### src/sv/tdm_pkg.sv
`default_nettype none
package tdm_pkg;

	// Number of oscillators; the request carries one field set per oscillator.
	localparam int NUM_OSC = 3;
	localparam int OSC_W = $clog2(NUM_OSC);

	// Field widths.
	localparam int TUNE_W = 32;
	localparam int WIDTH_W = 17;
	localparam int GAIN_W = 13;
	localparam int SAMPLE_W = 12;
	localparam int DAC_W = 16;
	localparam int SHAPE_W = 3;
	localparam int PHASE_W = 32;

	// Configuration register map: shapes first, then phase offsets.
	localparam int CFG_DATA_W = 32;
	localparam int NUM_REGS = 2 * NUM_OSC;
	localparam int REG_IDX_W = $clog2(NUM_REGS);
	localparam int CFG_ADDR_W = REG_IDX_W + 2;
	localparam logic [REG_IDX_W-1:0] REG_SHAPE_BASE = '0;
	localparam logic [REG_IDX_W-1:0] REG_OFF_BASE = REG_IDX_W'(NUM_OSC);

	// Wave shape codes.
	typedef logic [SHAPE_W-1:0] shape_t;
	localparam shape_t SHAPE_SINE = 3'd0;
	localparam shape_t SHAPE_TRI = 3'd1;
	localparam shape_t SHAPE_SAW_UP = 3'd2;
	localparam shape_t SHAPE_SAW_DN = 3'd3;
	localparam shape_t SHAPE_SQUARE = 3'd4;
	localparam shape_t SHAPE_NOISE = 3'd5;

	// Sine evaluation constants (Q30 fixed point).
	localparam logic [31:0] Q30_ONE = 32'h4000_0000;
	localparam logic [31:0] HALF_PI_Q30 = 32'd1686629713;
	localparam logic [31:0] SINE_SCALE = 32'd2047;
	localparam logic [63:0] ROUND_HALF = 64'd1 << 29;
	localparam logic [10:0] SINE_AMP_MAX = 11'd2047;
	localparam logic [11:0] SINE_MID = 12'd2048;
	localparam logic [14:0] QUARTER_WAVE = 15'd16384;

	// Constant dividers of the Horner steps: reciprocal, shift and divisor.
	typedef logic [1:0] div_step_t;
	localparam div_step_t DIV_72 = 2'd0;
	localparam div_step_t DIV_42 = 2'd1;
	localparam div_step_t DIV_20 = 2'd2;
	localparam div_step_t DIV_6 = 2'd3;
	localparam logic [31:0] DIV_D0 = 32'd72;
	localparam logic [31:0] DIV_D1 = 32'd42;
	localparam logic [31:0] DIV_D2 = 32'd20;
	localparam logic [31:0] DIV_D3 = 32'd6;
	localparam int DIV_S0 = 38;
	localparam int DIV_S1 = 37;
	localparam int DIV_S2 = 36;
	localparam int DIV_S3 = 34;
	localparam logic [31:0] DIV_M0 = 32'((64'd1 << DIV_S0) / 64'(DIV_D0));
	localparam logic [31:0] DIV_M1 = 32'((64'd1 << DIV_S1) / 64'(DIV_D1));
	localparam logic [31:0] DIV_M2 = 32'((64'd1 << DIV_S2) / 64'(DIV_D2));
	localparam logic [31:0] DIV_M3 = 32'((64'd1 << DIV_S3) / 64'(DIV_D3));

	// Noise generator.
	localparam logic [15:0] LFSR_SEED = 16'hACE1;
	localparam logic [15:0] LFSR_TAPS = 16'hB400;
	localparam logic [12:0] NOISE_MOD = 13'd4095;

	// Output stage.
	localparam logic [SAMPLE_W-1:0] SAMPLE_MAX = 12'd4095;
	localparam logic [DAC_W-1:0] DAC_OFFSET = 16'd256;

endpackage
`default_nettype wire

### src/sv/tdm_ifs.sv
`default_nettype none
// Sample tick request: tuning words, pulse widths, gains and master gain.
interface tdm_in_if import tdm_pkg::*; ();
	logic valid;
	logic ready;
	logic [TUNE_W-1:0] tune0;
	logic [TUNE_W-1:0] tune1;
	logic [TUNE_W-1:0] tune2;
	logic [WIDTH_W-1:0] width0;
	logic [WIDTH_W-1:0] width1;
	logic [WIDTH_W-1:0] width2;
	logic [GAIN_W-1:0] gain0;
	logic [GAIN_W-1:0] gain1;
	logic [GAIN_W-1:0] gain2;
	logic [GAIN_W-1:0] master_gain;

	modport source (
		output valid, tune0, tune1, tune2, width0, width1, width2,
		output gain0, gain1, gain2, master_gain,
		input ready
	);
	modport sink (
		input valid, tune0, tune1, tune2, width0, width1, width2,
		input gain0, gain1, gain2, master_gain,
		output ready
	);
endinterface

// Mixed sample request.
interface tdm_out_if import tdm_pkg::*; ();
	logic valid;
	logic ready;
	logic [SAMPLE_W-1:0] mixed_sample;
	logic clipped;
	logic [DAC_W-1:0] dac_code;

	modport source (output valid, mixed_sample, clipped, dac_code, input ready);
	modport sink (input valid, mixed_sample, clipped, dac_code, output ready);
endinterface
`default_nettype wire

### src/sv/three_osc_dds_mixer_core.sv
// Each request, from acceptance until the block is ready again, runs an accept step, then per
// oscillator phase, index, select (a sine adds the Horner steps) and gain steps, then the mix.
// The mix is registered into the output register in ST_FIN; a stalled output holds the sequencer.
// One shared 32x32 multiplier, registered, serves all sequencer products in turn.
// Reset (arst_n, asynchronous) clears accumulators, shapes, offsets and seeds the noise.
`default_nettype none
module three_osc_dds_mixer_core import tdm_pkg::*; #(
	parameter int TABLE_ADDR_BITS = 16
) (
	input  logic clk,
	input  logic arst_n,
	tdm_in_if.sink tick,
	tdm_out_if.source result,
	input  logic psel,
	input  logic penable,
	input  logic pwrite,
	input  logic [CFG_ADDR_W-1:0] paddr,
	input  logic [CFG_DATA_W-1:0] pwdata,
	output logic [CFG_DATA_W-1:0] prdata,
	output logic pready
);

	localparam int SUM_W = $clog2(NUM_OSC * (1 << GAIN_W));

	// Sequencer states.
	localparam logic [4:0] ST_IDLE = 5'd0;
	localparam logic [4:0] ST_PH = 5'd1;
	localparam logic [4:0] ST_IX = 5'd2;
	localparam logic [4:0] ST_SEL = 5'd3;
	localparam logic [4:0] ST_MX = 5'd4;
	localparam logic [4:0] ST_WX = 5'd5;
	localparam logic [4:0] ST_MXX = 5'd6;
	localparam logic [4:0] ST_WX2 = 5'd7;
	localparam logic [4:0] ST_MD = 5'd8;
	localparam logic [4:0] ST_WD = 5'd9;
	localparam logic [4:0] ST_MT = 5'd10;
	localparam logic [4:0] ST_WT = 5'd11;
	localparam logic [4:0] ST_MS = 5'd12;
	localparam logic [4:0] ST_WS = 5'd13;
	localparam logic [4:0] ST_MA = 5'd14;
	localparam logic [4:0] ST_WA = 5'd15;
	localparam logic [4:0] ST_MG = 5'd16;
	localparam logic [4:0] ST_WG = 5'd17;
	localparam logic [4:0] ST_MM = 5'd18;
	localparam logic [4:0] ST_WM = 5'd19;
	localparam logic [4:0] ST_FIN = 5'd20;

	logic [4:0] state_q;
	logic [OSC_W-1:0] osc_q;
	div_step_t div_idx_q;

	// Configuration and oscillator state.
	shape_t shape_q [NUM_OSC];
	logic [PHASE_W-1:0] off_q [NUM_OSC];
	logic [PHASE_W-1:0] acc_q [NUM_OSC];
	logic [15:0] lfsr_q;

	// Latched request.
	logic [TUNE_W-1:0] tune_q [NUM_OSC];
	logic [WIDTH_W-1:0] width_q [NUM_OSC];
	logic [GAIN_W-1:0] gain_q [NUM_OSC];
	logic [GAIN_W-1:0] master_q;

	// Datapath registers.
	logic [15:0] p16_q;
	logic [14:0] q_q;
	logic [1:0] quad_q;
	logic [31:0] x_q;
	logic [31:0] x2_q;
	logic [31:0] n_q;
	logic [31:0] t_q;
	logic [31:0] s_q;
	logic [SAMPLE_W-1:0] val_q;
	logic [SUM_W-1:0] sum_q;
	logic [63:0] prod_q;
	logic [SAMPLE_W-1:0] mix_q;
	logic clip_q;

	// Output register.
	logic out_v_q;
	logic [SAMPLE_W-1:0] out_mix_q;
	logic out_clip_q;
	logic [DAC_W-1:0] out_dac_q;

	logic [TUNE_W-1:0] tune_in [NUM_OSC];
	logic [WIDTH_W-1:0] width_in [NUM_OSC];
	logic [GAIN_W-1:0] gain_in [NUM_OSC];

	logic accept;
	logic cfg_wr;
	logic [REG_IDX_W-1:0] reg_idx;
	logic out_free;
	logic last_osc;

	logic [PHASE_W-1:0] phase_sum;
	logic [TABLE_ADDR_BITS-1:0] tab_idx;
	logic [15:0] lfsr_nxt;
	logic [12:0] noise_fold;
	logic [SAMPLE_W-1:0] noise_val;
	logic [SAMPLE_W-1:0] wave_val;
	logic [14:0] q_mir;
	logic [31:0] mul_a;
	logic [31:0] mul_b;
	logic [31:0] div_est;
	logic [31:0] div_d;
	logic [31:0] div_qd;
	logic [31:0] div_rem;
	logic [31:0] div_quo;
	logic [63:0] amp_full;
	logic [10:0] amp;
	logic [SAMPLE_W-1:0] sine_val;
	logic [63:0] mix_full;
	logic [DAC_W-1:0] dac_m;

	// Unpack the request fields into per-oscillator arrays.
	always_comb begin
		tune_in[0] = tick.tune0;
		tune_in[1] = tick.tune1;
		tune_in[2] = tick.tune2;
		width_in[0] = tick.width0;
		width_in[1] = tick.width1;
		width_in[2] = tick.width2;
		gain_in[0] = tick.gain0;
		gain_in[1] = tick.gain1;
		gain_in[2] = tick.gain2;
	end

	assign tick.ready = (state_q == ST_IDLE);
	assign accept = tick.valid && tick.ready;
	assign out_free = !out_v_q || result.ready;
	assign last_osc = (osc_q == OSC_W'(NUM_OSC - 1));

	// Configuration port.
	assign pready = 1'b1;
	assign cfg_wr = psel && penable && pwrite && pready;
	assign reg_idx = paddr[CFG_ADDR_W-1:2];

	always_comb begin
		prdata = '0;
		for (int k = 0; k < NUM_OSC; k++) begin
			if (reg_idx == REG_IDX_W'(REG_SHAPE_BASE + k)) begin
				prdata = CFG_DATA_W'(shape_q[k]);
			end
			if (reg_idx == REG_IDX_W'(REG_OFF_BASE + k)) begin
				prdata = CFG_DATA_W'(off_q[k]);
			end
		end
	end

	// Table index and the 16-bit phase it stands for.
	assign phase_sum = acc_q[osc_q] + off_q[osc_q];
	assign tab_idx = phase_sum[PHASE_W-1 -: TABLE_ADDR_BITS];

	// Noise: one Galois step, then fold modulo 4095 using 4096 = 1 (mod 4095).
	assign lfsr_nxt = {1'b0, lfsr_q[15:1]} ^ (lfsr_q[0] ? LFSR_TAPS : 16'd0);
	assign noise_fold = 13'(lfsr_nxt[15:12]) + 13'(lfsr_nxt[11:0]);
	assign noise_val = (noise_fold >= NOISE_MOD) ? 12'(noise_fold - NOISE_MOD)
		: noise_fold[11:0];

	// Shapes that need no multiplier.
	always_comb begin
		case (shape_q[osc_q])
			SHAPE_TRI: begin
				wave_val = p16_q[15] ? ~p16_q[14:3] : p16_q[14:3];
			end
			SHAPE_SAW_UP: begin
				wave_val = p16_q[15:4];
			end
			SHAPE_SAW_DN: begin
				wave_val = ~p16_q[15:4];
			end
			SHAPE_SQUARE: begin
				wave_val = (WIDTH_W'(p16_q) < width_q[osc_q]) ? SAMPLE_MAX : '0;
			end
			SHAPE_NOISE: begin
				wave_val = noise_val;
			end
			default: begin
				wave_val = '0;
			end
		endcase
	end

	// Quarter-wave mirror for the sine.
	assign q_mir = p16_q[14] ? 15'(QUARTER_WAVE - 15'(p16_q[13:0])) : 15'(p16_q[13:0]);

	// Operand selection for the shared multiplier.
	always_comb begin
		case (state_q)
			ST_MX: begin
				mul_a = 32'(q_q);
				mul_b = HALF_PI_Q30;
			end
			ST_MXX: begin
				mul_a = x_q;
				mul_b = x_q;
			end
			ST_MD: begin
				mul_a = n_q;
				case (div_idx_q)
					DIV_72: mul_b = DIV_M0;
					DIV_42: mul_b = DIV_M1;
					DIV_20: mul_b = DIV_M2;
					default: mul_b = DIV_M3;
				endcase
			end
			ST_MT: begin
				mul_a = x2_q;
				mul_b = t_q;
			end
			ST_MS: begin
				mul_a = x_q;
				mul_b = t_q;
			end
			ST_MA: begin
				mul_a = s_q;
				mul_b = SINE_SCALE;
			end
			ST_MG: begin
				mul_a = 32'(val_q);
				mul_b = 32'(gain_q[osc_q]);
			end
			ST_MM: begin
				mul_a = 32'(sum_q);
				mul_b = 32'(master_q);
			end
			default: begin
				mul_a = '0;
				mul_b = '0;
			end
		endcase
	end

	// Constant division: reciprocal estimate is low by at most one.
	always_comb begin
		case (div_idx_q)
			DIV_72: begin
				div_est = 32'(prod_q >> DIV_S0);
				div_d = DIV_D0;
				div_qd = div_est * DIV_D0;
			end
			DIV_42: begin
				div_est = 32'(prod_q >> DIV_S1);
				div_d = DIV_D1;
				div_qd = div_est * DIV_D1;
			end
			DIV_20: begin
				div_est = 32'(prod_q >> DIV_S2);
				div_d = DIV_D2;
				div_qd = div_est * DIV_D2;
			end
			default: begin
				div_est = 32'(prod_q >> DIV_S3);
				div_d = DIV_D3;
				div_qd = div_est * DIV_D3;
			end
		endcase
		div_rem = n_q - div_qd;
		div_quo = div_est + 32'(div_rem >= div_d);
	end

	// Sine amplitude: round, clamp and place around mid-scale.
	assign amp_full = (prod_q + ROUND_HALF) >> 30;
	assign amp = (amp_full > 64'(SINE_AMP_MAX)) ? SINE_AMP_MAX : amp_full[10:0];
	assign sine_val = quad_q[1] ? 12'(SINE_MID - 12'(amp)) : 12'(SINE_MID + 12'(amp));

	// Master scaling and DAC code.
	assign mix_full = prod_q >> 11;
	assign dac_m = DAC_W'(mix_q) + DAC_OFFSET;

	// Sequencer, oscillator state and configuration.
	always_ff @(posedge clk or negedge arst_n) begin
		if (!arst_n) begin
			state_q <= ST_IDLE;
			osc_q <= '0;
			div_idx_q <= DIV_72;
			lfsr_q <= LFSR_SEED;
			for (int k = 0; k < NUM_OSC; k++) begin
				shape_q[k] <= SHAPE_SINE;
				off_q[k] <= '0;
				acc_q[k] <= '0;
			end
		end else begin
			if (cfg_wr) begin
				for (int k = 0; k < NUM_OSC; k++) begin
					if (reg_idx == REG_IDX_W'(REG_SHAPE_BASE + k)) begin
						shape_q[k] <= pwdata[SHAPE_W-1:0];
					end
					if (reg_idx == REG_IDX_W'(REG_OFF_BASE + k)) begin
						off_q[k] <= pwdata[PHASE_W-1:0];
					end
				end
			end
			case (state_q)
				ST_IDLE: begin
					if (accept) begin
						osc_q <= '0;
						state_q <= ST_PH;
					end
				end
				ST_PH: begin
					acc_q[osc_q] <= acc_q[osc_q] + tune_q[osc_q];
					state_q <= ST_IX;
				end
				ST_IX: begin
					state_q <= ST_SEL;
				end
				ST_SEL: begin
					if (shape_q[osc_q] == SHAPE_SINE) begin
						state_q <= ST_MX;
					end else begin
						if (shape_q[osc_q] == SHAPE_NOISE) begin
							lfsr_q <= lfsr_nxt;
						end
						state_q <= ST_MG;
					end
				end
				ST_MX: state_q <= ST_WX;
				ST_WX: state_q <= ST_MXX;
				ST_MXX: state_q <= ST_WX2;
				ST_WX2: begin
					div_idx_q <= DIV_72;
					state_q <= ST_MD;
				end
				ST_MD: state_q <= ST_WD;
				ST_WD: begin
					div_idx_q <= div_idx_q + 2'd1;
					state_q <= (div_idx_q == DIV_6) ? ST_MS : ST_MT;
				end
				ST_MT: state_q <= ST_WT;
				ST_WT: state_q <= ST_MD;
				ST_MS: state_q <= ST_WS;
				ST_WS: state_q <= ST_MA;
				ST_MA: state_q <= ST_WA;
				ST_WA: state_q <= ST_MG;
				ST_MG: state_q <= ST_WG;
				ST_WG: begin
					if (last_osc) begin
						state_q <= ST_MM;
					end else begin
						osc_q <= osc_q + OSC_W'(1);
						state_q <= ST_PH;
					end
				end
				ST_MM: state_q <= ST_WM;
				ST_WM: state_q <= ST_FIN;
				ST_FIN: begin
					if (out_free) begin
						state_q <= ST_IDLE;
					end
				end
				default: state_q <= ST_IDLE;
			endcase
		end
	end

	// Datapath registers and the shared multiplier.
	always_ff @(posedge clk) begin
		prod_q <= 64'(mul_a) * 64'(mul_b);
		case (state_q)
			ST_IDLE: begin
				if (accept) begin
					tune_q <= tune_in;
					width_q <= width_in;
					gain_q <= gain_in;
					master_q <= tick.master_gain;
					sum_q <= '0;
				end
			end
			ST_IX: begin
				p16_q <= 16'(tab_idx) << (16 - TABLE_ADDR_BITS);
			end
			ST_SEL: begin
				q_q <= q_mir;
				quad_q <= p16_q[15:14];
				val_q <= wave_val;
			end
			ST_WX: x_q <= 32'(prod_q >> 14);
			ST_WX2: begin
				x2_q <= 32'(prod_q >> 30);
				n_q <= 32'(prod_q >> 30);
			end
			ST_WD: t_q <= Q30_ONE - div_quo;
			ST_WT: n_q <= 32'(prod_q >> 30);
			ST_WS: s_q <= 32'(prod_q >> 30);
			ST_WA: val_q <= sine_val;
			ST_WG: sum_q <= sum_q + SUM_W'(prod_q >> 12);
			ST_WM: begin
				clip_q <= (mix_full > 64'(SAMPLE_MAX));
				mix_q <= (mix_full > 64'(SAMPLE_MAX)) ? SAMPLE_MAX : mix_full[SAMPLE_W-1:0];
			end
			ST_FIN: begin
				if (out_free) begin
					out_mix_q <= mix_q;
					out_clip_q <= clip_q;
					out_dac_q <= (dac_m << 4) - (dac_m << 1);
				end
			end
			default: begin
			end
		endcase
	end

	// Output valid flag.
	always_ff @(posedge clk or negedge arst_n) begin
		if (!arst_n) begin
			out_v_q <= 1'b0;
		end else if (state_q == ST_FIN && out_free) begin
			out_v_q <= 1'b1;
		end else if (result.ready) begin
			out_v_q <= 1'b0;
		end
	end

	assign result.valid = out_v_q;
	assign result.mixed_sample = out_mix_q;
	assign result.clipped = out_clip_q;
	assign result.dac_code = out_dac_q;

	// An accepted request always starts at the first oscillator.
	a_accept_starts: assert property (@(posedge clk) disable iff (!arst_n)
		accept |=> (state_q == ST_PH && osc_q == '0))
		else $error("accepted request did not start the oscillator sweep");

	// The reciprocal estimate must be at most one below the true quotient.
	a_div_correction: assert property (@(posedge clk) disable iff (!arst_n)
		(state_q == ST_WD) |-> (div_rem < (div_d << 1)))
		else $error("constant divider estimate off by more than one");

	// A clipped result sits at full scale.
	a_clip_full_scale: assert property (@(posedge clk) disable iff (!arst_n)
		(result.valid && result.clipped) |-> (result.mixed_sample == SAMPLE_MAX))
		else $error("clipped result is not at full scale");

endmodule
`default_nettype wire

### src/flat_wrapper.sv
// flat-port wrapper written by rule: the top's interface ports become plain ports
module three_osc_dds_mixer_core_flat import tdm_pkg::*;
#(
	parameter int TABLE_ADDR_BITS = 16
)
  (clk, arst_n, psel, penable, pwrite, paddr, pwdata, prdata, pready, tick_valid, tick_tune0, tick_tune1, tick_tune2, tick_width0, tick_width1, tick_width2, tick_gain0, tick_gain1, tick_gain2, tick_master_gain, tick_ready, result_valid, result_mixed_sample, result_clipped, result_dac_code, result_ready);
  tdm_in_if tick_i ();
  tdm_out_if result_i ();
  input  logic clk;
  input  logic arst_n;
  input  logic psel;
  input  logic penable;
  input  logic pwrite;
  input  logic [CFG_ADDR_W-1:0] paddr;
  input  logic [CFG_DATA_W-1:0] pwdata;
  output logic [CFG_DATA_W-1:0] prdata;
  output logic pready;
  input wire logic [$bits(tick_i.valid)-1:0] tick_valid;
  input wire logic [$bits(tick_i.tune0)-1:0] tick_tune0;
  input wire logic [$bits(tick_i.tune1)-1:0] tick_tune1;
  input wire logic [$bits(tick_i.tune2)-1:0] tick_tune2;
  input wire logic [$bits(tick_i.width0)-1:0] tick_width0;
  input wire logic [$bits(tick_i.width1)-1:0] tick_width1;
  input wire logic [$bits(tick_i.width2)-1:0] tick_width2;
  input wire logic [$bits(tick_i.gain0)-1:0] tick_gain0;
  input wire logic [$bits(tick_i.gain1)-1:0] tick_gain1;
  input wire logic [$bits(tick_i.gain2)-1:0] tick_gain2;
  input wire logic [$bits(tick_i.master_gain)-1:0] tick_master_gain;
  output wire logic [$bits(tick_i.ready)-1:0] tick_ready;
  output wire logic [$bits(result_i.valid)-1:0] result_valid;
  output wire logic [$bits(result_i.mixed_sample)-1:0] result_mixed_sample;
  output wire logic [$bits(result_i.clipped)-1:0] result_clipped;
  output wire logic [$bits(result_i.dac_code)-1:0] result_dac_code;
  input wire logic [$bits(result_i.ready)-1:0] result_ready;
  assign tick_i.valid = tick_valid;
  assign tick_i.tune0 = tick_tune0;
  assign tick_i.tune1 = tick_tune1;
  assign tick_i.tune2 = tick_tune2;
  assign tick_i.width0 = tick_width0;
  assign tick_i.width1 = tick_width1;
  assign tick_i.width2 = tick_width2;
  assign tick_i.gain0 = tick_gain0;
  assign tick_i.gain1 = tick_gain1;
  assign tick_i.gain2 = tick_gain2;
  assign tick_i.master_gain = tick_master_gain;
  assign tick_ready = tick_i.ready;
  assign result_valid = result_i.valid;
  assign result_mixed_sample = result_i.mixed_sample;
  assign result_clipped = result_i.clipped;
  assign result_dac_code = result_i.dac_code;
  assign result_i.ready = result_ready;
  three_osc_dds_mixer_core #(.TABLE_ADDR_BITS(TABLE_ADDR_BITS)) u_core (.clk(clk), .arst_n(arst_n), .tick(tick_i), .result(result_i), .psel(psel), .penable(penable), .pwrite(pwrite), .paddr(paddr), .pwdata(pwdata), .prdata(prdata), .pready(pready));
endmodule
### config.mk
export PLATFORM = sky130hd
export DESIGN_NAME = three_osc_dds_mixer_core_flat
export DESIGN_NICKNAME = d
export VERILOG_FILES = /design/src/sv/tdm_pkg.sv /design/src/sv/tdm_ifs.sv /design/src/sv/three_osc_dds_mixer_core.sv /design/src/flat_wrapper.sv
export SDC_FILE = /design/constraint.sdc
export NUM_CORES = 2
export LEC_CHECK = 0
export BUFFER_PORTS_ARGS = -buffer_cell sky130_fd_sc_hd__buf_2
export CAP_MARGIN = 20
export CORE_ASPECT_RATIO = 0.75
export CORE_UTILIZATION = 65
export CTS_CLUSTER_DIAMETER = 40
export CTS_CLUSTER_SIZE = 12
export DETAILED_ROUTE_END_ITERATION = 8
export PLACE_DENSITY_LB_ADDON = 0.12
export SETUP_SLACK_MARGIN = 0.1
export SYNTH_ARGS = -nofsm -noshare
export SYNTH_HDL_FRONTEND = slang
export SYNTH_SLANG_ARGS = --single-unit
### constraint.sdc
create_clock -name clk -period 13.9 [get_ports clk]
set_input_delay 0.695 -clock clk [delete_from_list [all_inputs] [get_ports clk]]
set_output_delay 0.695 -clock clk [all_outputs]
set_load 0.02 [all_outputs]
After elaboration in Yosys (flattened, before gate mapping)
Cells that the tools add are included.

storage, ports and cells
  flip-flop bits (word level) = 752
  latch bits = 0
  memory bits (writable) = 0
  memory bits (read-only) = 0
  bits of input ports = 243
  output and inout port bits = 64
  logic and storage cells = 197
  memories kept = 0

operators by class
  $add $sub $neg = 16
  multipliers = 5
  div/mod/pow operators = 0
  order comparisons = 7
  equal/unequal tests = 37
  shift-type cells = 0
  multiplexer cells = 56
  bitwise gates (word level) = 5
  reductions and logical operators = 30

operators with widths
  cell                    number
  $pmux 32 s7             2
  $mux 32                 12
  $bmux 32 s2             3
  $pmux 5 s20             1
  $bwmux 96               1
  $pmux 32 s3             1
  $pmux 31 s3             1
  $pmux 30 s3             1
  $add 32x32->32          2
  $add 64x30->64 const B  1
  $demux 32 s2            1
  $mul 32x32->64          1
  $pmux 12 s5             1
  $gt 53x12->1 const B    1
  $mux 12                 4
  $eq 5x4->1 const B      8
  $bmux 17 s2             1
  $gt 34x11->1 const B    1
  $mux 17                 2
  $ge 32x7->1             1
  $sub 31x32->32 const A  1
  $sub 32x32->32          1
  $add 30x1->31           1
  $mul 27x5->31 const B   1
  56 further kinds        106

Longest topological paths before layout
  word-level depth = 8
  gate-level depth with buffers = 52

Worst setup path after synthesis
No wires, ideal clock.

  path type = flip-flop to flip-flop
  start point = register u_core.prod_q[41]
  end point = register u_core.t_q[17] (data pin)
  arrival = 10.352 ns
  path slack = 3.289 ns
  cell stages (with the launch flop) = 45
  clock period less this slack = 10.611 ns
  cells stage by stage = dfxtp_1 ha_1 xor2_1 inv_1 fa_1 inv_1 ha_1 a21oi_1 o21bai_1 a21oi_1 o21ai_1 a21oi_1 nor2b_1 o41a_1 a31oi_1 a21oi_1 a311o_1 a2111o_1 [9 not listed] a2111oi_0 nor4b_1 nand4_1 a2111oi_0 o21ai_0 nor4_1 o21ai_0 ha_1 ha_1 or3_1 o22ai_1 nand2_1 nor3_1 nand2_1 nor2_1 mux2_2 a32oi_1 xnor2_1

on the way
  word-level cells in the longest chain between the ends = 6
  elaborated cells on any way between the ends = 10

RTL lines
  what                                         RTL line                         RTL
  from (decl)                                  three_osc_dds_mixer_core.sv:75   logic [63:0] prod_q;
  from (signal assigned)                       three_osc_dds_mixer_core.sv:359  prod_q <= 64'(mul_a) * 64'(mul_b);
  $mul 30x2->31, or another cell as far along  three_osc_dds_mixer_core.sv:255  div_qd = div_est * DIV_D3;
  $pmux 32 s3                                  three_osc_dds_mixer_core.sv:236  case (div_idx_q)
  $sub 32x32->32                               three_osc_dds_mixer_core.sv:258  div_rem = n_q - div_qd;
  $ge 32x7->1                                  three_osc_dds_mixer_core.sv:259  div_quo = div_est + 32'(div_rem >= div_d);
  $add 30x1->31 (*)                            three_osc_dds_mixer_core.sv:259
  $sub 31x32->32 (*)                           three_osc_dds_mixer_core.sv:383  ST_WD: t_q <= Q30_ONE - div_quo;
  to (signal assigned)                         three_osc_dds_mixer_core.sv:383
  to (decl)                                    three_osc_dds_mixer_core.sv:71   logic [31:0] t_q;

Mark *: on every way between the ends. The rest lies on a longest branch, timed or not.
A chain may end at the register's enable or synchronous reset.

Final worst setup path
  start point = register u_core.prod_q[43]
  end point = register u_core.t_q[17] (data pin)

The elaborated chain is that of the path after synthesis.

==> flow_summary_export.csv <==
group,metric,value,unit
finish,final_core_util,71.2,%
worst_setup_path,crit_type,"register to register",
job,maxCapViolCount,0,
power,seqPwrFrac,20.2,%
grt,antenna_found_initial,26,
run_status,violations,"DRC",
grt,track_usage,41.1,%
synth,synthArstFlopShare,30.8,%
drt,drc,1,
worst_setup_path,cp.required,14.32,ns
finish,fillerInstances,8921,
timing,report.final.slew_viol_count,0,
synth,yosys_warnings,0,
grt,grt_pass1_wl,373000,µm
power,sw_frac_of_total,52.6,%
floorplanning,die_y,302,µm
placed_design,io_buffers,302,
floorplanning,dieArea,121000,µm²
finish,drive_gt1_share,11.6,%
synth,synth_edf_count,458,
floorplanning,core-area,118000,µm²
cts,cts_buffer_depth,3,
synth,ys_ff_latch,738,
power,leakagePower,38.2,nW
cts,post-cts-setup-buffer-count,0,
power,powerDensity,207,nW/µm²
synth,syn_inst,7966,
floorplanning,rows,109,
worst_setup_path,crit_fanout,18,
drt,first_pass_iters,9,
timing,setup_viol,0,
timing,fin_skew,0.0448,ns
cts,cts_buffers,87,
drt,first_iter_violations,6890,
drt,wl_per_cell,25.3,µm
synth,seq_area_frac_synth,26.3,%
cts,post_cts_resized,0,
grt,grt_pass1_vias,60711,
drt,num_vias,61394,
cts,postCtsHoldBufs,0,
grt,overflow,0,
cts,clk_latency,0.71,ns
power,switchingPower,0.00917,W
power,clkPwrFrac,13.1,%
drt,vias_per_cell,6.28,
timing,slew_headroom,2.98,%
worst_setup_path,crit_path_max_incr_delay,0.72,ns
synth,synth_ff_type,"edfxtp_1",
cts,cts-root-buf,"clkbuf_16",
run_status,status,"finished, violations left",
hold_path,hold_path.class,"primary input to asynchronous set/reset pin",
timing,fin_tns_setup,0,ns
power,ir_worst_vdd,162,µV
synth,netlist_area,77900,µm²
worst_setup_path,critPathArrivalTime,13.26,ns
cts,ctsHtreeMaxLevel,3,
placed_design,place_hpwl,188000,µm
drt,antenna_left,0,
worst_setup_path,cp_slowest_cell,"dfxtp_2",
worst_setup_path,end_kind,"register",
worst_setup_path,startpoint_type,"register",
cts,cts_tree,"built",
cts,clock_sinks,738,
timing,max_freq,0.0779,GHz
synth,syn_area_per_cell,9.78,µm²
timing,rsz0062_at_grt,"false",
timing,period_needed,12.84,ns
timing,period_share,92.3,%
worst_setup_path,cp_common_cell,"ha_1",
finish,syn2layout_area_growth,8.15,%
power,internal_power,0.00828,W
worst_setup_path,path_buf_inv,2,
floorplanning,die_w,402,µm
placed_design,gp_congestion,1.06,
grt,grt_max_degree,116,
floorplanning,ioPinCount,307,
floorplanning,initial_utilization,65.8,%
drt,routed_wl,247000,µm
worst_setup_path,cp_top_family,"compound AO/OA/AOI/OAI gates",
synth,synth_fp_nets,9765,
power,combinationalPowerShare,66.7,%
timing,worst_slew_pin_slew,1.46,ns
timing,final_hold_viol_count,0,
cts,clk_pin_slew,0.06,ns
synth,synth_cell_type_count,114,
finish,final_net_count,9939,
-- placed cells by master, fill, tap and decap left out, types with 51 or more instances in the layout --
master	Yosys	layout
buf_4	7	154
buf_2	17	301
mux2i_1	192	192
nand2_1	1188	1185
nor2_1	334	324
o21ai_0	318	318
nand2b_1	51	51
a21oi_1	274	274
xor2_1	103	103
a22oi_1	71	70
inv_1	1202	1202
nand3_1	95	94
xnor2_1	235	235
nor2b_1	113	111
dfrtp_1	219	217
mux2_2	220	220
edfxtp_1	458	458
clkbuf_16	0	88
nor3_1	75	70
dfxtp_1	53	52
and2_1	72	72
fa_1	944	944
a21o_1	89	89
ha_1	612	608
-- flip-flops by register name, indices dropped and copies added, names as in the netlist, 32 cells and up --
signal	cells
u_core.acc_q	96
u_core.width_q	51
u_core.x_q	32
u_core.tune_q	96
u_core.t_q	32
u_core.gain_q	39
u_core.x2_q	32
u_core.prod_q	53
u_core.n_q	32
u_core.s_q	32
u_core.off_q	96
-- layer usage --
layer / vias up / wire, µm / share of wire [%] / GRT usage [%]
li1: 26619 / - / - / -
met1: 30521 / 99200 / 40 / 57.5
met2: 3672 / 103000 / 42 / 58.6
met3: 556 / 35000 / 14 / 15.5
met4: 26 / 10200 / 4.1 / 14.7
met5: - / 181 / 0.073 / 0.153
-- cells in the mapped netlist, drive strengths merged, types with 36 or more instances --
| cell type | n | share of area [%] |
|---|---|---|
| a221oi | 37 | 0.45 |
| dfxtp | 53 | 1.4 |
| and2 | 72 | 0.58 |
| a22oi | 71 | 0.68 |
| nand2 | 1188 | 5.7 |
| a31oi | 43 | 0.37 |
| nand2b | 51 | 0.41 |
| ha | 612 | 9.8 |
| nor3 | 75 | 0.48 |
| a21oi | 281 | 1.8 |
| o22ai | 39 | 0.31 |
| a222oi | 38 | 0.49 |
| inv | 1204 | 5.8 |
| dfrtp | 219 | 7.0 |
| clkbuf | 321 | 1.5 |
| xnor2 | 235 | 2.6 |
| nor2 | 338 | 1.7 |
| mux2i | 192 | 2.5 |
| xor2 | 103 | 1.2 |
| nor2b | 113 | 0.91 |
| mux2 | 222 | 3.2 |
| fa | 944 | 24 |
| a21o | 90 | 0.87 |
| o21ai | 338 | 2.2 |
| nand4 | 36 | 0.29 |
| edfxtp | 458 | 18 |
| buf | 58 | 0.35 |
| nand3 | 95 | 0.61 |
-- power by group through the flow --
stage | registers (W) | logic (W) | clock network, W
after floorplan | 0.00330 | 0.00761 | 0
after global placement | 0.00351 | 0.0110 | 0
after detailed placement | 0.00352 | 0.0112 | 0
after CTS | 0.00349 | 0.0113 | 0.00230
after global routing | 0.00354 | 0.0126 | 0.00239
final | 0.00353 | 0.0116 | 0.00229
-- stage by stage --
stage	total power, W	setup WS [ns]	area [µm²]	std cells	hold slack (ns)
5_1_grt	0.0185	0.260	84300	9772	0.142
2_1_floorplan	0.0109	3.29	77900	7966	0.399
4_1_cts	0.0171	0.809	84200	9761	0.0930
3_5_place_dp	0.0147	0.875	81300	9599	0.422
3_3_place_gp	0.0145	1.04	81300	9595	0.420
6_report	0.0175	1.06	84300	9774	0.0784
-- cell families (layout without fill, tap and decap cells) --
| group | after synthesis | after routing | share of synthesized area, % |
|---|---|---|---|
| simple gates | 2111 | 2111 | 12.0 |
| xor+xnor | 338 | 338 | 3.80 |
| compound gates | 1223 | 1223 | 10.5 |
| fa+ha+maj | 1556 | 1556 | 34.1 |
| flops | 738 | 738 | 26.3 |
| other cells | 2 | 9 | 0.00964 |
| mux | 414 | 414 | 5.67 |
| buf+inv | 1584 | 1831 | 7.70 |
-- path summary, 6_finish.rpt --
kind                                   startpoint                 to  slack [ns]  depth (start not counted)
worst max-delay path            u_core.prod_q[43]     u_core.t_q[17]        1.06                         43
worst min-delay path                       arst_n   u_core.off_q[51]        0.08                          1
worst max register to register  u_core.prod_q[43]     u_core.t_q[17]        1.06                         43
worst min register to register  u_core.prod_q[28]     u_core.x_q[14]        0.45                          0
max in group asynchronous                  arst_n    u_core.osc_q[1]       11.66                          3
min in group clk                    tick_gain0[2]  u_core.gain_q[28]        0.16                          1
-- layout make-up --
class,count,area (µm²),area share [%]
clock inverter,37,469,0.557
sequential,738,20500,24.3
multi-input combinational,5644,51600,61.2
tap,1554,1940,2.31
antenna,7,17.5,0.0208
inverter,1205,4520,5.37
clock buffer,125,2380,2.83
timing repair buffer,464,2810,3.34
Note: power is estimated with default switching activity, not from simulation.
